File: config.mk
export PLATFORM = sky130hd
export DESIGN_NAME = start_stop_key_lamp_controller
export DESIGN_NICKNAME = d
export VERILOG_FILES = /design/src/rtl/sskl_pkg.sv /design/src/rtl/sskl_key_track.sv /design/src/rtl/sskl_lamp_ctrl.sv /design/src/rtl/sskl_out_skid.sv /design/src/rtl/start_stop_key_lamp_controller.sv
export VERILOG_INCLUDE_DIRS = /design/src /design/src/rtl
export SDC_FILE = /design/constraint.sdc
export NUM_CORES = 1
export LEC_CHECK = 0
export BUFFER_PORTS_ARGS = -buffer_cell sky130_fd_sc_hd__buf_2
export CAP_MARGIN = 0
export CORE_MARGIN = 10
export CORE_UTILIZATION = 25
export DETAILED_ROUTE_END_ITERATION = 10
export GPL_TIMING_DRIVEN = 0
export SLEW_MARGIN = 15
export SYNTH_ARGS = -nofsm -noshare
export SYNTH_HDL_FRONTEND = slang
export SYNTH_SLANG_ARGS = --single-unit
File: constraint.sdc
create_clock -name i_clk -period 4.7 [get_ports i_clk]
set_input_delay 0.94 -clock i_clk [delete_from_list [all_inputs] [get_ports i_clk]]
set_output_delay 0.94 -clock i_clk [all_outputs]
set_load 0.03 [all_outputs]
File: src/rtl/start_stop_key_lamp_controller_defines.svh
// assertion macros shared by the start/stop key lamp controller modules
// no dependencies; taken in by the modules that carry assertions
`ifndef START_STOP_KEY_LAMP_CONTROLLER_DEFINES_SVH
`define START_STOP_KEY_LAMP_CONTROLLER_DEFINES_SVH

// same-cycle implication, checked out of reset
`define SSKL_ASSERT_SAME(label, clk, rst_n, ante, cons, msg) \
    label: assert property (@(posedge clk) disable iff (!rst_n) (ante) |-> (cons)) \
        else $error(msg);

// next-cycle implication, checked out of reset
`define SSKL_ASSERT_NEXT(label, clk, rst_n, ante, cons, msg) \
    label: assert property (@(posedge clk) disable iff (!rst_n) (ante) |=> (cons)) \
        else $error(msg);

`endif

File: src/rtl/sskl_pkg.sv
// shared types and constants of the start/stop key lamp controller
// no dependencies
package sskl_pkg;

    localparam int unsigned TickW  = 16;
    localparam int unsigned BlinkW = 8;

    // register reset values
    localparam logic [TickW-1:0]  ShortTicksRst = 16'd10;
    localparam logic [TickW-1:0]  LongTicksRst  = 16'd300;
    localparam logic [BlinkW-1:0] BlinkTicksRst = 8'd100;

    // configuration register indexes
    typedef enum logic [1:0] {
        CFG_SHORT_TICKS = 2'd0,
        CFG_LONG_TICKS  = 2'd1,
        CFG_BLINK_TICKS = 2'd2
    } t_cfg_reg;

    typedef enum logic [1:0] {
        MODE_RUN   = 2'd1,
        MODE_STOP  = 2'd2,
        MODE_FAULT = 2'd3
    } t_mode;

    typedef enum logic [2:0] {
        EV_NONE        = 3'd0,
        EV_START_SHORT = 3'd1,
        EV_START_LONG  = 3'd2,
        EV_STOP_SHORT  = 3'd3,
        EV_STOP_LONG   = 3'd4
    } t_key_event;

    // what a key tracker reports for the current tick
    typedef struct packed {
        logic short_ev;
        logic long_ev;
        logic resolved;
    } t_key_status;

    // one result beat
    typedef struct packed {
        t_mode      device_mode;
        logic       start_lamp;
        logic       stop_lamp;
        t_key_event key_event;
        logic       clear_fault_bit;
    } t_result;

endpackage

File: src/rtl/sskl_key_track.sv
// press tracker for one key: phase, hold counter, short and long detection
// depends on sskl_pkg and the assertion macro header
`include "start_stop_key_lamp_controller_defines.svh"

module sskl_key_track
    import sskl_pkg::*;
(
    input  logic             i_clk,
    input  logic             i_rst_n,
    input  logic             i_accept,
    input  logic             i_enable,
    input  logic             i_pressed,
    input  logic             i_hold_on_release,
    input  logic [TickW-1:0] i_short_ticks,
    input  logic [TickW-1:0] i_long_ticks,
    output t_key_status      o_status
);

    typedef enum logic [1:0] {
        PH_IDLE  = 2'd0,
        PH_COUNT = 2'd1,
        PH_LONG  = 2'd2
    } t_phase;

    t_phase           r_phase, n_phase;
    logic [TickW-1:0] r_cnt, n_cnt;
    logic [TickW-1:0] cnt_inc;
    t_key_status      status;

    assign cnt_inc = r_cnt + 16'd1;

    // next phase and count for this tick
    always_comb begin
        n_phase         = r_phase;
        n_cnt           = r_cnt;
        status          = '0;
        if (i_pressed) begin
            unique case (r_phase)
                PH_IDLE: n_phase = PH_COUNT;
                PH_COUNT: begin
                    if (cnt_inc > i_long_ticks) begin
                        n_phase         = PH_LONG;
                        n_cnt           = '0;
                        status.long_ev  = 1'b1;
                        status.resolved = 1'b1;
                    end else begin
                        n_cnt = cnt_inc;
                    end
                end
                default: ;
            endcase
        end else if (r_phase != PH_IDLE) begin
            status.short_ev = (r_phase == PH_COUNT) && (r_cnt >= i_short_ticks)
                              && (r_cnt < i_long_ticks);
            status.resolved = 1'b1;
            n_phase         = PH_IDLE;
            if (!i_hold_on_release) begin
                n_cnt = '0;
            end
        end else begin
            n_cnt = '0;
        end
    end

    assign o_status = i_enable ? status : '0;

    // state update on each evaluated beat
    always_ff @(posedge i_clk) begin
        if (!i_rst_n) begin
            r_phase <= PH_IDLE;
            r_cnt   <= '0;
        end else if (i_accept && i_enable) begin
            r_phase <= n_phase;
            r_cnt   <= n_cnt;
        end
    end

    `SSKL_ASSERT_SAME(a_long_cnt_zero, i_clk, i_rst_n, r_phase == PH_LONG, r_cnt == '0,
        "hold count not cleared after long press")
    `SSKL_ASSERT_NEXT(a_long_phase, i_clk, i_rst_n, i_accept && o_status.long_ev,
        r_phase == PH_LONG, "long press did not latch")

endmodule

File: src/rtl/sskl_lamp_ctrl.sv
// device mode, lamp drive and fault blink, builds one result per tick
// depends on sskl_pkg
module sskl_lamp_ctrl
    import sskl_pkg::*;
(
    input  logic              i_clk,
    input  logic              i_rst_n,
    input  logic              i_accept,
    input  logic              i_upper_limit_hit,
    input  t_key_status       i_start_status,
    input  t_key_status       i_stop_status,
    input  logic [BlinkW-1:0] i_blink_ticks,
    output t_result           o_result
);

    t_mode             r_mode, n_mode;
    logic [BlinkW-1:0] r_blink_cnt, n_blink_cnt;
    logic              r_blink_phase, n_blink_phase;
    logic              r_stop_lamp, n_stop_lamp;
    logic              r_start_lamp, n_start_lamp;
    logic              clear_bit;
    t_key_event        key_event;

    // event code, start key first
    always_comb begin
        if (i_start_status.long_ev) begin
            key_event = EV_START_LONG;
        end else if (i_start_status.short_ev) begin
            key_event = EV_START_SHORT;
        end else if (i_stop_status.long_ev) begin
            key_event = EV_STOP_LONG;
        end else if (i_stop_status.short_ev) begin
            key_event = EV_STOP_SHORT;
        end else begin
            key_event = EV_NONE;
        end
    end

    // mode change and lamp drive
    always_comb begin
        n_mode        = r_mode;
        n_blink_cnt   = r_blink_cnt;
        n_blink_phase = r_blink_phase;
        n_stop_lamp   = r_stop_lamp;
        n_start_lamp  = r_start_lamp;
        clear_bit     = 1'b0;
        case (key_event) inside
            EV_START_SHORT, EV_START_LONG: begin
                if (r_mode != MODE_FAULT) begin
                    n_mode = i_upper_limit_hit ? MODE_FAULT : MODE_RUN;
                end
            end
            EV_STOP_SHORT, EV_STOP_LONG: n_mode = MODE_STOP;
            default: ;
        endcase
        unique case (n_mode)
            MODE_RUN: begin
                n_start_lamp = 1'b1;
                n_stop_lamp  = 1'b0;
            end
            MODE_STOP: begin
                n_start_lamp = 1'b0;
                n_stop_lamp  = 1'b1;
                clear_bit    = 1'b1;
            end
            default: begin
                n_start_lamp = 1'b0;
                if (r_blink_cnt != '0) begin
                    n_blink_cnt = r_blink_cnt - 8'd1;
                end else begin
                    n_blink_cnt   = i_blink_ticks;
                    n_stop_lamp   = !r_blink_phase;
                    n_blink_phase = !r_blink_phase;
                end
            end
        endcase
    end

    assign o_result.device_mode     = n_mode;
    assign o_result.start_lamp      = n_start_lamp;
    assign o_result.stop_lamp       = n_stop_lamp;
    assign o_result.key_event       = key_event;
    assign o_result.clear_fault_bit = clear_bit;

    always_ff @(posedge i_clk) begin
        if (!i_rst_n) begin
            r_mode        <= MODE_STOP;
            r_blink_cnt   <= BlinkTicksRst;
            r_blink_phase <= 1'b0;
            r_stop_lamp   <= 1'b0;
            r_start_lamp  <= 1'b0;
        end else if (i_accept) begin
            r_mode        <= n_mode;
            r_blink_cnt   <= n_blink_cnt;
            r_blink_phase <= n_blink_phase;
            r_stop_lamp   <= n_stop_lamp;
            r_start_lamp  <= n_start_lamp;
        end
    end

endmodule

File: src/rtl/sskl_out_skid.sv
// result register with a skid stage, so a new beat enters while one waits
// depends on sskl_pkg and the assertion macro header
`include "start_stop_key_lamp_controller_defines.svh"

module sskl_out_skid
    import sskl_pkg::*;
(
    input  logic    i_clk,
    input  logic    i_rst_n,
    input  logic    i_in_valid,
    input  t_result i_data,
    output logic    o_in_stall,
    output logic    o_out_valid,
    output t_result o_data,
    input  logic    i_out_stall
);

    logic    r_out_valid, r_skid_valid;
    t_result r_out, r_skid;
    logic    in_take, out_free;

    assign in_take  = i_in_valid && !r_skid_valid;
    assign out_free = !r_out_valid || !i_out_stall;

    // valid flags
    always_ff @(posedge i_clk) begin
        if (!i_rst_n) begin
            r_out_valid  <= 1'b0;
            r_skid_valid <= 1'b0;
        end else if (out_free) begin
            r_out_valid  <= r_skid_valid || in_take;
            r_skid_valid <= 1'b0;
        end else if (in_take) begin
            r_skid_valid <= 1'b1;
        end
    end

    // payload, no reset
    always_ff @(posedge i_clk) begin
        if (out_free) begin
            r_out <= r_skid_valid ? r_skid : i_data;
        end else if (in_take) begin
            r_skid <= i_data;
        end
    end

    assign o_in_stall  = r_skid_valid;
    assign o_out_valid = r_out_valid;
    assign o_data      = r_out;

    `SSKL_ASSERT_SAME(a_skid_behind_out, i_clk, i_rst_n, r_skid_valid, r_out_valid,
        "skid stage full while result register empty")
    `SSKL_ASSERT_NEXT(a_skid_drains, i_clk, i_rst_n, r_skid_valid && !i_out_stall,
        !r_skid_valid && r_out_valid, "skid beat not moved to result register")

endmodule

File: src/rtl/start_stop_key_lamp_controller.sv
// Start/stop key lamp controller. Each input beat is one scan tick with the
// start key, stop key and upper-limit levels; each tick gives exactly one
// result beat with the device mode, both lamp drives, the key event and the
// fault-bit clear request. A new tick is taken every clock cycle unless o_in_stall
// is high. The key trackers and mode logic are combinational; the result is
// registered in a two-entry output buffer (result register plus skid stage)
// that lets a tick enter while a result waits; o_in_stall rises only when both
// entries are full. The configuration port is always ready; the user writes it
// only while no tick is in flight, which the block itself does not enforce.
// Depends on sskl_pkg, sskl_key_track, sskl_lamp_ctrl and sskl_out_skid.
module start_stop_key_lamp_controller
    import sskl_pkg::*;
(
    input  logic        i_clk,
    input  logic        i_rst_n,
    // tick beats
    input  logic        i_in_valid,
    output logic        o_in_stall,
    input  logic        i_start_pressed,
    input  logic        i_stop_pressed,
    input  logic        i_upper_limit_hit,
    // result beats
    output logic        o_out_valid,
    input  logic        i_out_stall,
    output logic [1:0]  o_device_mode,
    output logic        o_start_lamp,
    output logic        o_stop_lamp,
    output logic [2:0]  o_key_event,
    output logic        o_clear_fault_bit,
    // configuration writes
    input  logic        i_cfg_valid,
    output logic        o_cfg_ready,
    input  logic [1:0]  i_cfg_index,
    input  logic [15:0] i_cfg_data
);

    logic [TickW-1:0]  r_short_ticks, r_long_ticks;
    logic [BlinkW-1:0] r_blink_ticks;
    logic              in_accept;
    t_key_status       start_status, stop_status;
    t_result           result, out_data;

    assign o_cfg_ready = 1'b1;
    assign in_accept   = i_in_valid && !o_in_stall;

    // configuration registers
    always_ff @(posedge i_clk) begin
        if (!i_rst_n) begin
            r_short_ticks <= ShortTicksRst;
            r_long_ticks  <= LongTicksRst;
            r_blink_ticks <= BlinkTicksRst;
        end else if (i_cfg_valid && o_cfg_ready) begin
            unique case (i_cfg_index)
                CFG_SHORT_TICKS: r_short_ticks <= i_cfg_data;
                CFG_LONG_TICKS:  r_long_ticks  <= i_cfg_data;
                CFG_BLINK_TICKS: r_blink_ticks <= i_cfg_data[BlinkW-1:0];
                default: ;
            endcase
        end
    end

    // start key keeps its count for one tick after release
    sskl_key_track u_start_key (
        .i_clk             (i_clk),
        .i_rst_n           (i_rst_n),
        .i_accept          (in_accept),
        .i_enable          (1'b1),
        .i_pressed         (i_start_pressed),
        .i_hold_on_release (1'b1),
        .i_short_ticks     (r_short_ticks),
        .i_long_ticks      (r_long_ticks),
        .o_status          (start_status)
    );

    // stop key is skipped on ticks where the start key resolves
    sskl_key_track u_stop_key (
        .i_clk             (i_clk),
        .i_rst_n           (i_rst_n),
        .i_accept          (in_accept),
        .i_enable          (!start_status.resolved),
        .i_pressed         (i_stop_pressed),
        .i_hold_on_release (1'b0),
        .i_short_ticks     (r_short_ticks),
        .i_long_ticks      (r_long_ticks),
        .o_status          (stop_status)
    );

    sskl_lamp_ctrl u_lamp (
        .i_clk             (i_clk),
        .i_rst_n           (i_rst_n),
        .i_accept          (in_accept),
        .i_upper_limit_hit (i_upper_limit_hit),
        .i_start_status    (start_status),
        .i_stop_status     (stop_status),
        .i_blink_ticks     (r_blink_ticks),
        .o_result          (result)
    );

    sskl_out_skid u_out (
        .i_clk       (i_clk),
        .i_rst_n     (i_rst_n),
        .i_in_valid  (i_in_valid),
        .i_data      (result),
        .o_in_stall  (o_in_stall),
        .o_out_valid (o_out_valid),
        .o_data      (out_data),
        .i_out_stall (i_out_stall)
    );

    assign o_device_mode     = out_data.device_mode;
    assign o_start_lamp      = out_data.start_lamp;
    assign o_stop_lamp       = out_data.stop_lamp;
    assign o_key_event       = out_data.key_event;
    assign o_clear_fault_bit = out_data.clear_fault_bit;

endmodule
==> flow_metrics.py <==
metrics = {
    "routing": {
        "via_count": 6215,
        "vias_per_cell": 4.90,
        "drcViolationCount": 0,
        "drt_wl_total_um": 20200,
        "drtPass1Iterations": 5,
        "drt_iter0_drc": 373,
        "wl_per_cell_um": 15.9,
        "ant_nets": 0,
    },
    "critical_path": {
        "path_cells": "nand3_2 > nor4_4 > and3_4 > nand3_1 > xnor2_1 > ha_1 > nand4_1 > nor4_4 > nand4_1 > o31a_4 > a22oi_4 > o311ai_4 > o31a_2 > ha_2 > and2_4 > nand2_1 > nor3_2 > xnor2_1 > nor3_1",
        "critPathLaunchType": "register",
        "crit_path_top_delay_cell": "dfxtp_2",
        "crit_required_ns": 4.92,
        "arrival_ns": 4.79,
        "crit_fanout": 7,
        "crit_path_end_kind": "register",
        "crit_type": "register to register",
        "slowest_delay_ns": 0.42,
    },
    "min_path": {
        "worst_hold_path_type": "register to register",
    },
    "sta": {
        "min_period_over_period": 0.972,
        "setup_viol": 0,
        "worst_pin_slew_ns": 1.16,
        "hold_viol_final": 0,
        "min_period_ns": 4.57,
        "slew_headroom": 0.224,
        "fin_skew_ns": 0.0121,
        "fin_setup_tns_ns": 0,
        "fin_ws_ns": 0.130,
        "max_freq_mhz": 219,
        "slew_violations": 0,
    },
    "synth": {
        "yosysTopAreaCellShare": 0.256,
        "synth_largest_area_cell": "dfxtp_1",
        "synth_top_family_by_area": "simple AND/OR/NAND/NOR gates",
        "yosys.area_share.adder": 0.179,
        "syn_area_mm2": 0.00704,
        "synth_edf_count": 16,
        "syn_inst": 825,
        "synth-simple-area-share": 0.197,
        "ys_top_cells_by_count": "nand2_1 (121), ha_1 (101), a21oi_1 (90), dfxtp_1 (90), inv_1 (50)",
        "ys_ff_latch": 106,
        "synthMuxAreaShare": 0.0224,
        "synth-compound-area-share": 0.195,
        "postSynth.asyncResetShare": 0,
        "synthTopCellsByArea": "dfxtp_1 (26%), ha_1 (18%), edfxtp_1 (6.8%), nand2_1 (6.5%), a21oi_1 (6.4%)",
        "synth.distinct_cells": 72,
        "yosysSeqAreaShare": 0.324,
        "yosys_most_used_dff": "dfxtp_1",
        "post_synth_xor_area_fraction": 0.0386,
        "syn_area_per_cell_um2": 8.53,
        "synth_nets": 952,
        "synth_most_common_cell": "nand2_1",
        "yosysWarnings": 0,
    },
    "power_and_ir_drop": {
        "switching_share": 0.266,
        "max-vdd-ir-drop_uv": 176,
        "internal_power_mw": 1.48,
        "clock_power_share": 0.429,
        "p_total_mw": 2.01,
        "p_per_area_mw_per_mm2": 239,
        "p_seq_frac": 0.468,
        "leakage_nw": 3.49,
        "p_comb_frac": 0.103,
        "switching_power_mw": 0.536,
    },
    "grt": {
        "antenna_found_initial": 0,
        "grt_pass1_wl_um": 31900,
        "grt_max_degree": 20,
        "grt_use_total": 0.111,
        "grt_overflow": 0,
        "grt_pass1_vias": 5897,
    },
    "floorplanning": {
        "core_mm2": 0.0278,
        "dieArea_mm2": 0.0353,
        "dieHeight_um": 188,
        "die_x_um": 188,
        "initial_core_util": 0.253,
        "placementRows": 61,
        "pin_count": 37,
    },
    "clock_network": {
        "cts_max_path_buffers": 2,
        "cts-buffers-inserted": 9,
        "h-tree-depth": 3,
        "cts_sinks": 106,
        "cts_tree": "built",
        "clk_pin_slew_ns": 0.08,
        "clk_latency_ns": 0.36,
        "cts-root-buf": "clkbuf_16",
    },
    "place": {
        "io_buffers": 34,
        "dpl.hpwl_um": 15600,
        "place_ws_ns": -1.25,
        "gp_congestion": 0.911,
    },
    "finish": {
        "fill_cells": 2988,
        "drive_gt1_frac": 0.157,
        "diodes": 0,
        "nNetsFinal": 1012,
        "area_growth_pct": 19.7,
    },
    "run": {
        "max_cap_viol_count": 0,
    },
    "status": {
        "status": "complete, no violations",
    },
}
==> cells by family after synthesis <==
kind of cell	count (synthesis)
adders and majority gates	101
xor gates and xnor gates	31
and+or+nand+nor	287
muxes	15
other	1
DFF	106
AOI/OAI and AO/OA	205
buffers and inverters	79
==> power groups by stage <==
stage / Sequential [mW] / Combinational [mW] / Clock (mW)
6_report: 0.943 / 0.207 / 0.864
5_1_grt: 0.946 / 0.230 / 0.914
4_1_cts: 0.947 / 0.200 / 0.879
2_1_floorplan: 0.974 / 0.119 / 0
3_5_place_dp: 0.970 / 0.195 / 0
3_3_place_gp: 0.969 / 0.193 / 0
==> flip-flops by register name, summed over array words and instances (netlist names) <==
| name | flops |
|---|---|
| u_out.o_out_valid | 1 |
| r_short_ticks | 16 |
| u_out.o_in_stall | 1 |
| u_start_key.r_phase | 2 |
| r_long_ticks | 16 |
| u_lamp.r_blink_cnt | 8 |
| u_lamp.r_stop_lamp | 1 |
| r_blink_ticks | 8 |
| u_start_key.r_cnt | 16 |
| u_out.o_data | 8 |
| u_out.r_skid | 8 |
| u_lamp.r_mode | 2 |
| u_stop_key.r_cnt | 16 |
| u_stop_key.r_phase | 2 |
| u_lamp.r_blink_phase | 1 |
==> per-stage QoR <==
stage                     std cells  utilization  cell area [um^2]  hold slack (ns)
final                          1268        0.303              8430            0.455
after detailed placement       1237        0.277              7680            0.447
after global routing           1268        0.303              8430            0.472
after global placement         1237        0.277              7680            0.443
after floorplan                 825            -              7040            0.436
after CTS                      1258        0.295              8200            0.457
==> cell usage in the layout, fill, tap and decap left out, drive strengths merged, types with 8 or more instances in the layout <==
master / netlist / routed
ha: 101 / 101
edfxtp: 16 / 16
mux2i: 9 / 9
a22oi: 9 / 9
a21o: 10 / 10
xnor2: 18 / 18
xor2: 13 / 13
clkbuf: 24 / 31
nor2: 41 / 41
nand4: 12 / 12
nor2b: 9 / 9
nand2: 121 / 121
inv: 50 / 53
o21ai: 15 / 15
o211ai: 14 / 14
nand2b: 8 / 8
or3: 15 / 15
and3: 8 / 8
a21oi: 90 / 90
dfxtp: 90 / 90
buf: 5 / 56
nor3: 16 / 16
nand3: 22 / 22
nor4: 11 / 11
o22ai: 13 / 13
==> path summary, 6_finish.rpt <==
check / start / to / slack, ns / depth (start not counted)
setup / recovery: u_start_key.r_cnt[7]$_SDFFE_PN0P_ / u_lamp.r_blink_cnt[4]$_SDFFE_PN0P_ / 0.13 / 19
hold / removal: r_short_ticks[4]$_SDFFE_PN0P_ / r_short_ticks[4]$_SDFFE_PN0P_ / 0.46 / 2
setup reg to reg: u_start_key.r_cnt[7]$_SDFFE_PN0P_ / u_lamp.r_blink_cnt[4]$_SDFFE_PN0P_ / 0.13 / 19
hold reg to reg: r_short_ticks[4]$_SDFFE_PN0P_ / r_short_ticks[4]$_SDFFE_PN0P_ / 0.46 / 2
==> layer usage <==
layer / vias up / track usage / part of all wire
met5: - / 0 / 0
met4: 0 / 0.0345 / 0.019
met3: 25 / 0.0163 / 0.032
met2: 109 / 0.181 / 0.46
met1: 2959 / 0.147 / 0.48
li1: 3122 / - / -
==> worst max-delay path, delay by kind of cell (launching register included) <==
kind                       cells  cell delay (ns)
DFF                            1             0.42
AOI/OAI and AO/OA              4             0.80
adders and majority gates      2             0.71
and+or+nand+nor               11             2.21
xor gates and xnor gates       2             0.31
==> cell type report <==
class                      instances  area (um^2)  share of cell area
multi-input combinational        640         4690               0.557
sequential                       106         2330               0.277
buffer                            27          109              0.0129
clock inverter                     7          110              0.0131
timing repair buffer              51          298              0.0353
inverter                          50          188              0.0223
tap                              378          473              0.0561
clock buffer                       9          225              0.0267
==> what timing repair did <==
action,CTS,global route
pin swaps,9,11
hold buffers,0,0
buffers inserted,6,11
setup endpoints to repair,55,20
resized for setup,37,35
Note: power is estimated with default switching activity, not from simulation.
